$ cat src/rtl/lpht_pkg.sv
`timescale 1ns / 1ps
// ----------------------------------------------------------------------------
// lpht_pkg: shared types and constants for the linear probing hash table
// Field widths, the slot entry layout, the controller state encoding and the
// command and status groups that join the controller to the datapath.
// ----------------------------------------------------------------------------
package lpht_pkg;

  localparam int KEY_W     = 31;
  localparam int VALUE_W   = 32;
  localparam int COUNT_W   = 5;

  localparam logic [COUNT_W-1:0] COUNT_MAX = 5'd31;

  localparam logic ACT_INSERT = 1'b0;
  localparam logic ACT_SEARCH = 1'b1;

  localparam logic STATUS_OK   = 1'b0;
  localparam logic STATUS_FAIL = 1'b1;

  typedef struct packed {
    logic               used;
    logic [KEY_W-1:0]   key;
    logic [VALUE_W-1:0] value;
  } entry_t;

  typedef enum logic [2:0] {
    ST_CLEAR,
    ST_IDLE,
    ST_HASH,
    ST_READ,
    ST_CHECK,
    ST_RESULT
  } state_t;

  typedef struct packed {
    logic load;
    logic hash_step;
    logic pos_home;
    logic pos_inc;
    logic slot_write;
    logic slot_clear;
    logic set_fail;
    logic set_hit;
    logic set_inserted;
    logic out_load;
  } lpht_cmd_t;

  typedef struct packed {
    logic hash_last;
    logic pos_end;
    logic is_search;
    logic slot_used;
    logic key_match;
    logic out_free;
  } lpht_status_t;

endpackage

$ cat src/rtl/lpht_req_if.sv
`timescale 1ns / 1ps
// ----------------------------------------------------------------------------
// lpht_req_if: request channel
// Valid/ready channel carrying one insert or search request per transfer.
// ----------------------------------------------------------------------------
interface lpht_req_if import lpht_pkg::*; ();
  logic               valid;
  logic               ready;
  logic               action;
  logic [KEY_W-1:0]   key;
  logic [VALUE_W-1:0] value;

  modport source (output valid, action, key, value, input ready);
  modport sink (input valid, action, key, value, output ready);
endinterface

$ cat src/rtl/lpht_rsp_if.sv
`timescale 1ns / 1ps
// ----------------------------------------------------------------------------
// lpht_rsp_if: response channel
// Valid/ready channel carrying one result per request.
// ----------------------------------------------------------------------------
interface lpht_rsp_if import lpht_pkg::*; ();
  logic               valid;
  logic               ready;
  logic               status;
  logic [VALUE_W-1:0] found_value;
  logic [COUNT_W-1:0] stored_count;

  modport source (output valid, status, found_value, stored_count, input ready);
  modport sink (input valid, status, found_value, stored_count, output ready);
endinterface

$ cat src/rtl/lpht_ram.sv
`timescale 1ns / 1ps
// ----------------------------------------------------------------------------
// lpht_ram: generic single-port RAM
// One address shared by write and read; read data is registered.
// ----------------------------------------------------------------------------
module lpht_ram #(
  parameter int WIDTH = 64,
  parameter int DEPTH = 31
) (
  input  logic                     clk,
  input  logic [$clog2(DEPTH)-1:0] addr,
  input  logic                     we,
  input  logic [WIDTH-1:0]         wdata,
  output logic [WIDTH-1:0]         rdata
);

  logic [WIDTH-1:0] mem [DEPTH];

  always_ff @(posedge clk) begin
    if (we) begin
      mem[addr] <= wdata;
    end
    rdata <= mem[addr];
  end

endmodule

$ cat src/rtl/lpht_ctrl.sv
`timescale 1ns / 1ps
// ----------------------------------------------------------------------------
// lpht_ctrl: request sequencer
// Runs the clearing pass, the home slot calculation, the slot probing and
// the hand-over of each result to the output register.
// ----------------------------------------------------------------------------
module lpht_ctrl import lpht_pkg::*; (
  input  logic         clk,
  input  logic         rst,
  input  logic         in_valid,
  output logic         in_ready,
  input  lpht_status_t status,
  output lpht_cmd_t    cmd
);

  state_t state;
  state_t state_next;

  always_ff @(posedge clk) begin
    if (rst) begin
      state <= ST_CLEAR;
    end else begin
      state <= state_next;
    end
  end

  always_comb begin
    state_next = state;
    case (state)
      ST_CLEAR: begin
        if (status.pos_end) begin
          state_next = ST_IDLE;
        end
      end
      ST_IDLE: begin
        if (in_valid) begin
          state_next = ST_HASH;
        end
      end
      ST_HASH: begin
        if (status.hash_last) begin
          state_next = ST_READ;
        end
      end
      ST_READ: begin
        state_next = status.pos_end ? ST_RESULT : ST_CHECK;
      end
      ST_CHECK: begin
        if (!status.slot_used || (status.is_search && status.key_match)) begin
          state_next = ST_RESULT;
        end else begin
          state_next = ST_READ;
        end
      end
      ST_RESULT: begin
        if (status.out_free) begin
          state_next = ST_IDLE;
        end
      end
      default: state_next = ST_CLEAR;
    endcase
  end

  always_comb begin
    cmd      = '0;
    in_ready = 1'b0;
    case (state)
      ST_CLEAR: begin
        if (!status.pos_end) begin
          cmd.slot_write = 1'b1;
          cmd.slot_clear = 1'b1;
          cmd.pos_inc    = 1'b1;
        end
      end
      ST_IDLE: begin
        in_ready = 1'b1;
        cmd.load = in_valid;
      end
      ST_HASH: begin
        cmd.hash_step = 1'b1;
        cmd.pos_home  = status.hash_last;
      end
      ST_READ: begin
        cmd.set_fail = status.pos_end;
      end
      ST_CHECK: begin
        if (!status.slot_used) begin
          if (status.is_search) begin
            cmd.set_fail = 1'b1;
          end else begin
            cmd.slot_write   = 1'b1;
            cmd.set_inserted = 1'b1;
          end
        end else if (status.is_search && status.key_match) begin
          cmd.set_hit = 1'b1;
        end else begin
          cmd.pos_inc = 1'b1;
        end
      end
      ST_RESULT: begin
        cmd.out_load = status.out_free;
      end
      default: begin
        cmd = '0;
      end
    endcase
  end

endmodule

$ cat src/rtl/lpht_dp.sv
`timescale 1ns / 1ps
// ----------------------------------------------------------------------------
// lpht_dp: hash table datapath
// Holds the request, reduces the key modulo the table size with a registered multiply
// and a remainder, walks the probe position over the slot RAM and keeps the result.
// ----------------------------------------------------------------------------
module lpht_dp import lpht_pkg::*; #(
  parameter int TABLE_SIZE = 31
) (
  input  logic               clk,
  input  logic               rst,
  input  lpht_cmd_t          cmd,
  output lpht_status_t       status,
  input  logic               in_action,
  input  logic [KEY_W-1:0]   in_key,
  input  logic [VALUE_W-1:0] in_value,
  output logic               out_valid,
  input  logic               out_ready,
  output logic               out_status,
  output logic [VALUE_W-1:0] out_found_value,
  output logic [COUNT_W-1:0] out_stored_count
);

  localparam int AW     = $clog2(TABLE_SIZE);
  localparam int PW     = $clog2(TABLE_SIZE + 1);
  localparam int SHIFT  = KEY_W + AW;
  localparam int PROD_W = KEY_W + 32;
  localparam int QUOT_W = PROD_W - SHIFT;
  localparam logic [PW-1:0] SIZE_P = PW'(TABLE_SIZE);
  localparam logic [63:0] RECIP_FULL =
    ((64'd1 << SHIFT) + 64'(TABLE_SIZE - 1)) / 64'(TABLE_SIZE);
  localparam logic [31:0] RECIP = RECIP_FULL[31:0];

  logic                 search_q;
  logic [KEY_W-1:0]     key_q;
  logic [VALUE_W-1:0]   value_q;
  logic                 hash_done;
  logic [PROD_W-1:0]    prod;
  logic [QUOT_W-1:0]    quot;
  logic [KEY_W-1:0]     rem_wide;
  logic [AW-1:0]        home;
  logic [PW-1:0]        pos;
  logic [COUNT_W-1:0]   entry_count;
  logic                 res_status;
  logic [VALUE_W-1:0]   res_value;
  entry_t               wr_entry;
  entry_t               rd_entry;
  logic [$bits(entry_t)-1:0] rd_word;

  // The quotient is the key times the rounded-up reciprocal of the table
  // size; with this shift it is exact for every key, so the remainder is
  // the key less the quotient times the table size.
  always_comb begin
    quot     = prod[PROD_W-1:SHIFT];
    rem_wide = key_q - KEY_W'(quot) * KEY_W'(TABLE_SIZE);
    home     = rem_wide[AW-1:0];
  end

  always_ff @(posedge clk) begin
    if (cmd.load) begin
      search_q  <= in_action;
      key_q     <= in_key;
      value_q   <= in_value;
      hash_done <= 1'b0;
    end else if (cmd.hash_step) begin
      prod      <= PROD_W'(key_q) * PROD_W'(RECIP);
      hash_done <= 1'b1;
    end
  end

  always_ff @(posedge clk) begin
    if (rst) begin
      pos <= '0;
    end else if (cmd.pos_home) begin
      pos <= PW'(home);
    end else if (cmd.pos_inc) begin
      pos <= pos + 1'b1;
    end
  end

  always_ff @(posedge clk) begin
    if (rst) begin
      entry_count <= '0;
    end else if (cmd.set_inserted && entry_count != COUNT_MAX) begin
      entry_count <= entry_count + 1'b1;
    end
  end

  always_ff @(posedge clk) begin
    if (cmd.set_fail) begin
      res_status <= STATUS_FAIL;
      res_value  <= '0;
    end else if (cmd.set_hit) begin
      res_status <= STATUS_OK;
      res_value  <= rd_entry.value;
    end else if (cmd.set_inserted) begin
      res_status <= STATUS_OK;
      res_value  <= '0;
    end
  end

  always_ff @(posedge clk) begin
    if (rst) begin
      out_valid <= 1'b0;
    end else if (cmd.out_load) begin
      out_valid <= 1'b1;
    end else if (out_ready) begin
      out_valid <= 1'b0;
    end
  end

  always_ff @(posedge clk) begin
    if (cmd.out_load) begin
      out_status       <= res_status;
      out_found_value  <= res_value;
      out_stored_count <= entry_count;
    end
  end

  always_comb begin
    if (cmd.slot_clear) begin
      wr_entry = '0;
    end else begin
      wr_entry.used  = 1'b1;
      wr_entry.key   = key_q;
      wr_entry.value = value_q;
    end
  end

  lpht_ram #(
    .WIDTH ($bits(entry_t)),
    .DEPTH (TABLE_SIZE)
  ) u_slots (
    .clk   (clk),
    .addr  (pos[AW-1:0]),
    .we    (cmd.slot_write),
    .wdata (wr_entry),
    .rdata (rd_word)
  );

  assign rd_entry = entry_t'(rd_word);

  assign status.hash_last = hash_done;
  assign status.pos_end   = (pos == SIZE_P);
  assign status.is_search = (search_q == ACT_SEARCH);
  assign status.slot_used = rd_entry.used;
  assign status.key_match = (rd_entry.key == key_q);
  assign status.out_free  = !out_valid || out_ready;

endmodule

$ cat src/rtl/linear_probe_hash_table.sv
`timescale 1ns / 1ps
// A request is taken, its home slot is found (multiply, then remainder), each
// tested slot is read from the RAM and then tested, and the result is loaded
// into the output register; a probe that passes the last slot fails. One
// request is in work at a time; the next is taken while the previous result
// waits in the output register.
// Reset: synchronous; a clearing pass empties every slot with ready low.
// ----------------------------------------------------------------------------
// linear_probe_hash_table: open-addressing hash table with linear probing
// Inserts key/value pairs at the first free slot from the home slot upward and
// searches for keys along the same path, without wrap-around.
// ----------------------------------------------------------------------------
module linear_probe_hash_table import lpht_pkg::*; #(
  parameter int TABLE_SIZE = 31
) (
  input  logic      clk,
  input  logic      rst,
  lpht_req_if.sink  req,
  lpht_rsp_if.source rsp
);

  lpht_cmd_t    cmd;
  lpht_status_t status;

  lpht_ctrl u_ctrl (
    .clk      (clk),
    .rst      (rst),
    .in_valid (req.valid),
    .in_ready (req.ready),
    .status   (status),
    .cmd      (cmd)
  );

  lpht_dp #(
    .TABLE_SIZE (TABLE_SIZE)
  ) u_dp (
    .clk              (clk),
    .rst              (rst),
    .cmd              (cmd),
    .status           (status),
    .in_action        (req.action),
    .in_key           (req.key),
    .in_value         (req.value),
    .out_valid        (rsp.valid),
    .out_ready        (rsp.ready),
    .out_status       (rsp.status),
    .out_found_value  (rsp.found_value),
    .out_stored_count (rsp.stored_count)
  );

endmodule

$ cat src/flat_wrapper.sv
// flat-port wrapper written by rule: the top's interface ports become plain ports
module linear_probe_hash_table_flat import lpht_pkg::*;
#(
  parameter int TABLE_SIZE = 31
)
  (clk, rst, req_valid, req_action, req_key, req_value, req_ready, rsp_valid, rsp_status, rsp_found_value, rsp_stored_count, rsp_ready);
  lpht_req_if req_i ();
  lpht_rsp_if rsp_i ();
  input  logic clk;
  input  logic rst;
  input wire logic [$bits(req_i.valid)-1:0] req_valid;
  input wire logic [$bits(req_i.action)-1:0] req_action;
  input wire logic [$bits(req_i.key)-1:0] req_key;
  input wire logic [$bits(req_i.value)-1:0] req_value;
  output wire logic [$bits(req_i.ready)-1:0] req_ready;
  output wire logic [$bits(rsp_i.valid)-1:0] rsp_valid;
  output wire logic [$bits(rsp_i.status)-1:0] rsp_status;
  output wire logic [$bits(rsp_i.found_value)-1:0] rsp_found_value;
  output wire logic [$bits(rsp_i.stored_count)-1:0] rsp_stored_count;
  input wire logic [$bits(rsp_i.ready)-1:0] rsp_ready;
  assign req_i.valid = req_valid;
  assign req_i.action = req_action;
  assign req_i.key = req_key;
  assign req_i.value = req_value;
  assign req_ready = req_i.ready;
  assign rsp_valid = rsp_i.valid;
  assign rsp_status = rsp_i.status;
  assign rsp_found_value = rsp_i.found_value;
  assign rsp_stored_count = rsp_i.stored_count;
  assign rsp_i.ready = rsp_ready;
  linear_probe_hash_table #(.TABLE_SIZE(TABLE_SIZE)) u_core (.clk(clk), .rst(rst), .req(req_i), .rsp(rsp_i));
endmodule
$ cat config.mk
export PLATFORM = sky130hd
export DESIGN_NAME = linear_probe_hash_table_flat
export DESIGN_NICKNAME = d
export VERILOG_FILES = /design/src/rtl/lpht_pkg.sv /design/src/rtl/lpht_req_if.sv /design/src/rtl/lpht_rsp_if.sv /design/src/rtl/lpht_ram.sv /design/src/rtl/lpht_ctrl.sv /design/src/rtl/lpht_dp.sv /design/src/rtl/linear_probe_hash_table.sv /design/src/flat_wrapper.sv
export SDC_FILE = /design/constraint.sdc
export NUM_CORES = 2
export LEC_CHECK = 0
export BUFFER_PORTS_ARGS = -buffer_cell sky130_fd_sc_hd__buf_4
export CORE_AREA = 2 2 476 384
export DETAILED_ROUTE_END_ITERATION = 8
export DIE_AREA = 0 0 478 386
export PLACE_DENSITY = 0.69
export SETUP_SLACK_MARGIN = 0.1
export SYNTH_ARGS = -nofsm -noshare
export SYNTH_HDL_FRONTEND = slang
export SYNTH_HIERARCHICAL = 1
export SYNTH_SLANG_ARGS = --single-unit
$ cat constraint.sdc
create_clock -name clk -period 7.2 [get_ports clk]
set_clock_uncertainty 0.1 [all_clocks]
set_input_delay 1.08 -clock clk [delete_from_list [all_inputs] [get_ports clk]]
set_output_delay 1.08 -clock clk [all_outputs]
set_load 0.03 [all_outputs]
-- Yosys cells after proc, flatten, opt, wreduce, memory -nomap -nowiden
Memory sizes are Yosys's and may differ from the RTL's. A register that Yosys moved wholly into a read port is not among the register bits.
Cells that the tools add are included.
- register bits after elaboration: 213
- RAM bits: 1984
- input bits: 68
- output and inout port bits: 40
- logic and storage cells: 80
- memories: 1
- memories (name ; words ; bits a word ; rd ports ; clocked after Yosys merged registers in ; wr ports ; line ; text):
    u_core.u_dp.u_slots.mem ; 31 ; 64 ; 1 ; 1 ; 1 ; lpht_ram.sv:17 ; logic [WIDTH-1:0] mem [DEPTH];
- add/sub/neg operators: 3
- multiply operators: 2
- equal/unequal tests: 12
- muxes and demuxes: 35
- bitwise logic cells: 1
- reduce and logical (&&, ||, !) cells: 12
- operators by type and width (operator ; number):
    $mux 32 ; 2
    $mux 64 ; 1
    $mul 31x32->63 const B ; 1
    $eq 31x31->1 ; 1
    $mul 27x5->5 const B ; 1
    $mux 1 ; 19
    $mux 3 ; 6
    $pmux 3 s6 ; 1
    $add 5x1->5 const B ; 2
    $mux 5 ; 2
    $ne 2x2->1 const B ; 4
    $eq 3x2->1 const B ; 2
    $eq 3x3->1 const B ; 2
    $reduce_bool 2->1 ; 3
    $eq 5x5->1 const B ; 1
    $ne 5x5->1 const B ; 1
    $sub 5x5->5 ; 1
    $mux 2 ; 2
    $pmux 2 s2 ; 1
    $reduce_and 4->1 ; 1
    $eq 3x1->1 const B ; 1
    $logic_not 3->1 ; 1
    $logic_and 1x1->1 ; 2
    $logic_not 1->1 ; 2
    other kinds (4) ; 5

-- Logic depth before layout (Yosys ltp)
- word-level depth: 7
- depth in mapped cells: 21
- gate-level depth less buffers: 21

-- Cells and area by module
Netlist, hierarchy kept.
- modules (own cells, without submodules) (module ; instances ; cells an instance ; area an instance (µm²) ; sequential area each (µm²)):
    lpht_ram ; 1 ; 4134 ; 76769.9 ; 60858.4
    lpht_dp ; 1 ; 1108 ; 12324.3 ; 4113.9
    lpht_ctrl ; 1 ; 42 ; 305.3 ; 60.1

-- Worst setup path after synthesis
Ideal clock, no wire load.
- path type: reg2reg
- from: register u_core.u_dp.key_q[29]
- to: register u_core.u_dp.prod[38], data pin
- library setup time: 0.272 ns
- arrival time: 5.391 ns
- data required time: 6.828 ns
- slack: 1.437 ns
- cell stages (with the launch flop): 19
- buffers on the path: 0
- period minus slack after synthesis: 5.763 ns
- cell sequence: edfxtp_1 -> inv_1 -> ha_1 -> ha_1 -> or2_2 -> ha_1 -> fa_1 -> inv_1 -> fa_1 -> fa_1 -> inv_1 -> fa_1 -> ha_1 -> ha_1 -> a2111o_1 -> a2111oi_0 -> nor2_1 -> mux2i_1 -> or4_1
- longest elaborated chain between the ends: 1
- ends and longest elaborated chain (element ; line ; text):
    start, declared ; lpht_dp.sv:35 ; logic [KEY_W-1:0] key_q;
    start signal, assigned ; lpht_dp.sv:62 ; key_q <= in_key;
    $mul 31x32->63 ; lpht_dp.sv:66 ; prod <= PROD_W'(key_q) * PROD_W'(RECIP);
    end signal, assigned ; lpht_dp.sv:66 ;
    end, declared ; lpht_dp.sv:38 ; logic [PROD_W-1:0] prod;
No other way between the ends.
A chain may end at the register's enable or synchronous reset.

-- Worst setup path in the final report
Ends and elaborated chain as after synthesis.

==> metrics.txt <==
fin util 0.556; post-layout min period 6.19 ns; Inst Count DP 7701; final hold violation count 0; fmax 161 MHz; power consumption 33.9 mW; critical setup path kind register to register; die area 0.185 mm²; Startpoint Class register; Final setup violation count 0; unrepaired setup endpoints after global routing no; CTS sink cnt 2203; Comb pwr share 0.231; crit share post-route 0.860; CP required 7.69 ns; CP startpoint u_core/u_dp/key_q[29]; VDD IR max 334 µV; LEAKAGE 34.0 nW; Area after DPL 0.0937 mm²; GP Congestion 0.865; Die Wd 478 µm; DRC Markers 0; CTS hold repair buffers 0; P_int 24.0 mW; vias in the first global route 46400; drt pass-1 iters 5; Final #Nets 5882; crit-path max FO 7; YS warnings 6; WP data arrival 6.69 ns; worst slew pin tran 1.33 ns; setup TNS 0 ns; clock buffer depth 3; most used cell, CP ha_1; Final Max Tran Viols 0; pre-CTS setup slack 1.04 ns; largest net degree at the start of global routing 156; total track usage 0.243; Syn Nets 5676; syn avg cell area 16.9 µm²; setup repair bufs after CTS 0; CP max stage delay 0.54 ns; CP max-delay cell a2111oi_0; layout cells sized above 1 0.112; Syn Inst Count 5284; Die Ht 386 µm; Cell Pwr Density 338 mW/mm²; Seq/Total Area, Yosys 0.727; post-route cell area 0.100 mm²; Worst Setup Slack, final 1.01 ns; TritonCTS clock tree yes; sequential power share 0.459; r2r startpoint u_core/u_dp/key_q[29]; core area 0.180 mm²; Worst Hold Class input pin to register; clock network fraction of design power 0.311; Switch Pwr 9.91 mW; PortBufs 107; Yosys reg bits 2203; most frequent cells in the layout edfxtp_1 (2091), mux2i_1 (965), o22ai_1 (449); Clk pin slew, worst setup/hold paths 0.07 ns; gr ovfl total 0; clock buffer count from CTS 201; Slew HR 0.115; Most used DFF post-synth edfxtp_1; commonest non-fill, non-tap cell in the layout edfxtp_1; min-delay src req_value[1]; Antenna Nets Post-Route 0; Sw Ratio 0.292; Worst setup EP type register; I/O pins 108; Via density 6.01; Non-Filler Instances 8076; status completed; Total Routed Length 226000 µm; DR WL/cell 28.0 µm; Area Growth Syn to Fin 12.1%; Max Cap Violations 0; num rows 140; post-cts resize count 0; Clock Root Buffer clkbuf_16; Async SR Flop Fraction 0; worst-skew pair later-pin latency 0.85 ns; initial core utilization 0.496; initial antenna violation count 5; critical-path cell list inv_1, ha_1, ha_1, or2_2, ha_1, fa_1, fa_1, inv_1, fa_1, inv_1, fa_1, ha_1, ha_1, a2111o_1, a2111oi_0, nor2_1, mux2i_1, or4_1; via count 48500; number of enable flip-flop cells after synthesis 2091; Synth cell types 66; first-pass GRT wire length 324000 µm; Iteration-0 DRC Markers 6495; Mapped Area 0.0894 mm²; post-DP HPWL 123000 µm; Min Hold Slack 0.304 ns; htree depth 4
-- power groups by stage --
stage               clock (mW)  combinational [mW]  sequential [mW]
floorplan                    0                5.56             15.6
global placement             0                7.65             15.8
global route              11.2                8.45             15.6
detailed placement           0                7.74             15.8
finish                    10.5                7.82             15.6
CTS                       10.7                7.80             15.6
-- cell families (layout without fill, tap and decap cells) --
family / Yosys count / in the layout / share of synthesized area
compound gates: 634 / 634 / 0.0452
xor+xnor: 57 / 57 / 0.00558
mux: 968 / 968 / 0.108
flops: 2203 / 2203 / 0.727
other cells: 0 / 1 / 0
simple gates: 642 / 642 / 0.0361
buf+inv: 456 / 833 / 0.0232
fa+ha+maj: 324 / 324 / 0.0541
-- synthesized netlist by cell type, types with 3 or more instances --
| library cell | n | area, µm² |
|---|---|---|
| mux2_2 | 3 | 33.8 |
| a21oi_1 | 60 | 300 |
| nand4bb_1 | 6 | 67.6 |
| or3_1 | 5 | 31.3 |
| nand3_1 | 10 | 50.1 |
| xnor2_1 | 31 | 272 |
| clkbuf_1 | 65 | 244 |
| nor2_1 | 240 | 901 |
| buf_6 | 19 | 214 |
| buf_4 | 13 | 97.6 |
| a211oi_1 | 9 | 67.6 |
| nand2_1 | 90 | 338 |
| nor2b_1 | 62 | 388 |
| buf_1 | 31 | 116 |
| or2_2 | 4 | 25.0 |
| dfxtp_1 | 112 | 2240 |
| and2_1 | 4 | 25.0 |
| inv_1 | 189 | 709 |
| nand2b_1 | 3 | 18.8 |
| o211ai_1 | 65 | 488 |
| nor3b_1 | 34 | 255 |
| buf_2 | 138 | 691 |
| fa_1 | 104 | 2080 |
| ha_1 | 220 | 2750 |
| edfxtp_1 | 2091 | 62800 |
| nor3_1 | 70 | 350 |
| xor2_1 | 26 | 228 |
| nor4_1 | 7 | 43.8 |
| nand3b_1 | 6 | 45.0 |
| a21o_1 | 8 | 60.1 |
| and3_1 | 4 | 25.0 |
| o21ai_0 | 16 | 80.1 |
| or4b_1 | 4 | 40.0 |
| o21a_1 | 7 | 52.6 |
| nand4b_1 | 3 | 26.3 |
| mux2i_1 | 965 | 9660 |
| o22ai_1 | 449 | 2810 |
| nand4_1 | 78 | 488 |
-- sequential cells by signal (all words and copies together) (netlist names) --
signal	count
u_core/u_dp/value_q	32
u_core/u_dp/u_slots/rdata	64
u_core/u_dp/prod	5
u_core/u_dp/out_status	1
u_core/u_dp/pos	5
u_core/u_dp/key_q	31
u_core/u_dp/entry_count	5
u_core/u_dp/hash_done	1
u_core/u_dp/u_slots/mem	1984
u_core/u_dp/res_status	1
u_core/u_dp/out_found_value	32
u_core/u_dp/out_stored_count	5
u_core/u_dp/search_q	1
u_core/u_dp/out_valid	1
u_core/u_ctrl/state	3
u_core/u_dp/res_value	32
-- layer usage --
metal  share of wire  vias to the layer above  track usage  routed length [µm]
met5               0                        -            0                   0
met4           0.026                        0       0.0644                5880
met3           0.098                      335       0.0423               22300
met2            0.45                     2366        0.370              102000
met1            0.43                    24900        0.362               96400
li1                -                    21000            -                   -
-- final cells by class --
type / count / area [µm²]
Antenna cell: 1 / 2.50
Fill cell: 13700 / 80000
Sequential cell: 2203 / 65000
Multi-Input combinational cell: 2625 / 22700
Tap cell: 2414 / 3020
Timing Repair Buffer: 269 / 2190
Clock buffer: 291 / 5730
Inverter: 190 / 718
Clock inverter: 83 / 817
-- critical path: cells and delay by family, from the launching register on --
kind                     cells  cell delay [ns]
AO/OA/AOI/OAI                2             1.02
adder cells (fa/ha/maj)      9             3.09
buffers and inverters        3             0.21
flip-flops                   1             0.45
multiplexers                 1             0.14
AND/OR/NAND/NOR              3             0.92
-- path summary, 6_finish.rpt --
| path | endpoint | slack (ns) | depth (start not counted) |
|---|---|---|---|
| max | u_core/u_dp/prod[38] | 1.01 | 18 |
| min | u_core/u_dp/value_q[1] | 0.30 | 1 |
| max reg2reg | u_core/u_dp/prod[38] | 1.01 | 18 |
| min reg2reg | u_core/u_dp/out_found_value[30] | 0.32 | 0 |
No activity file was read; power rests on OpenSTA's default activity.
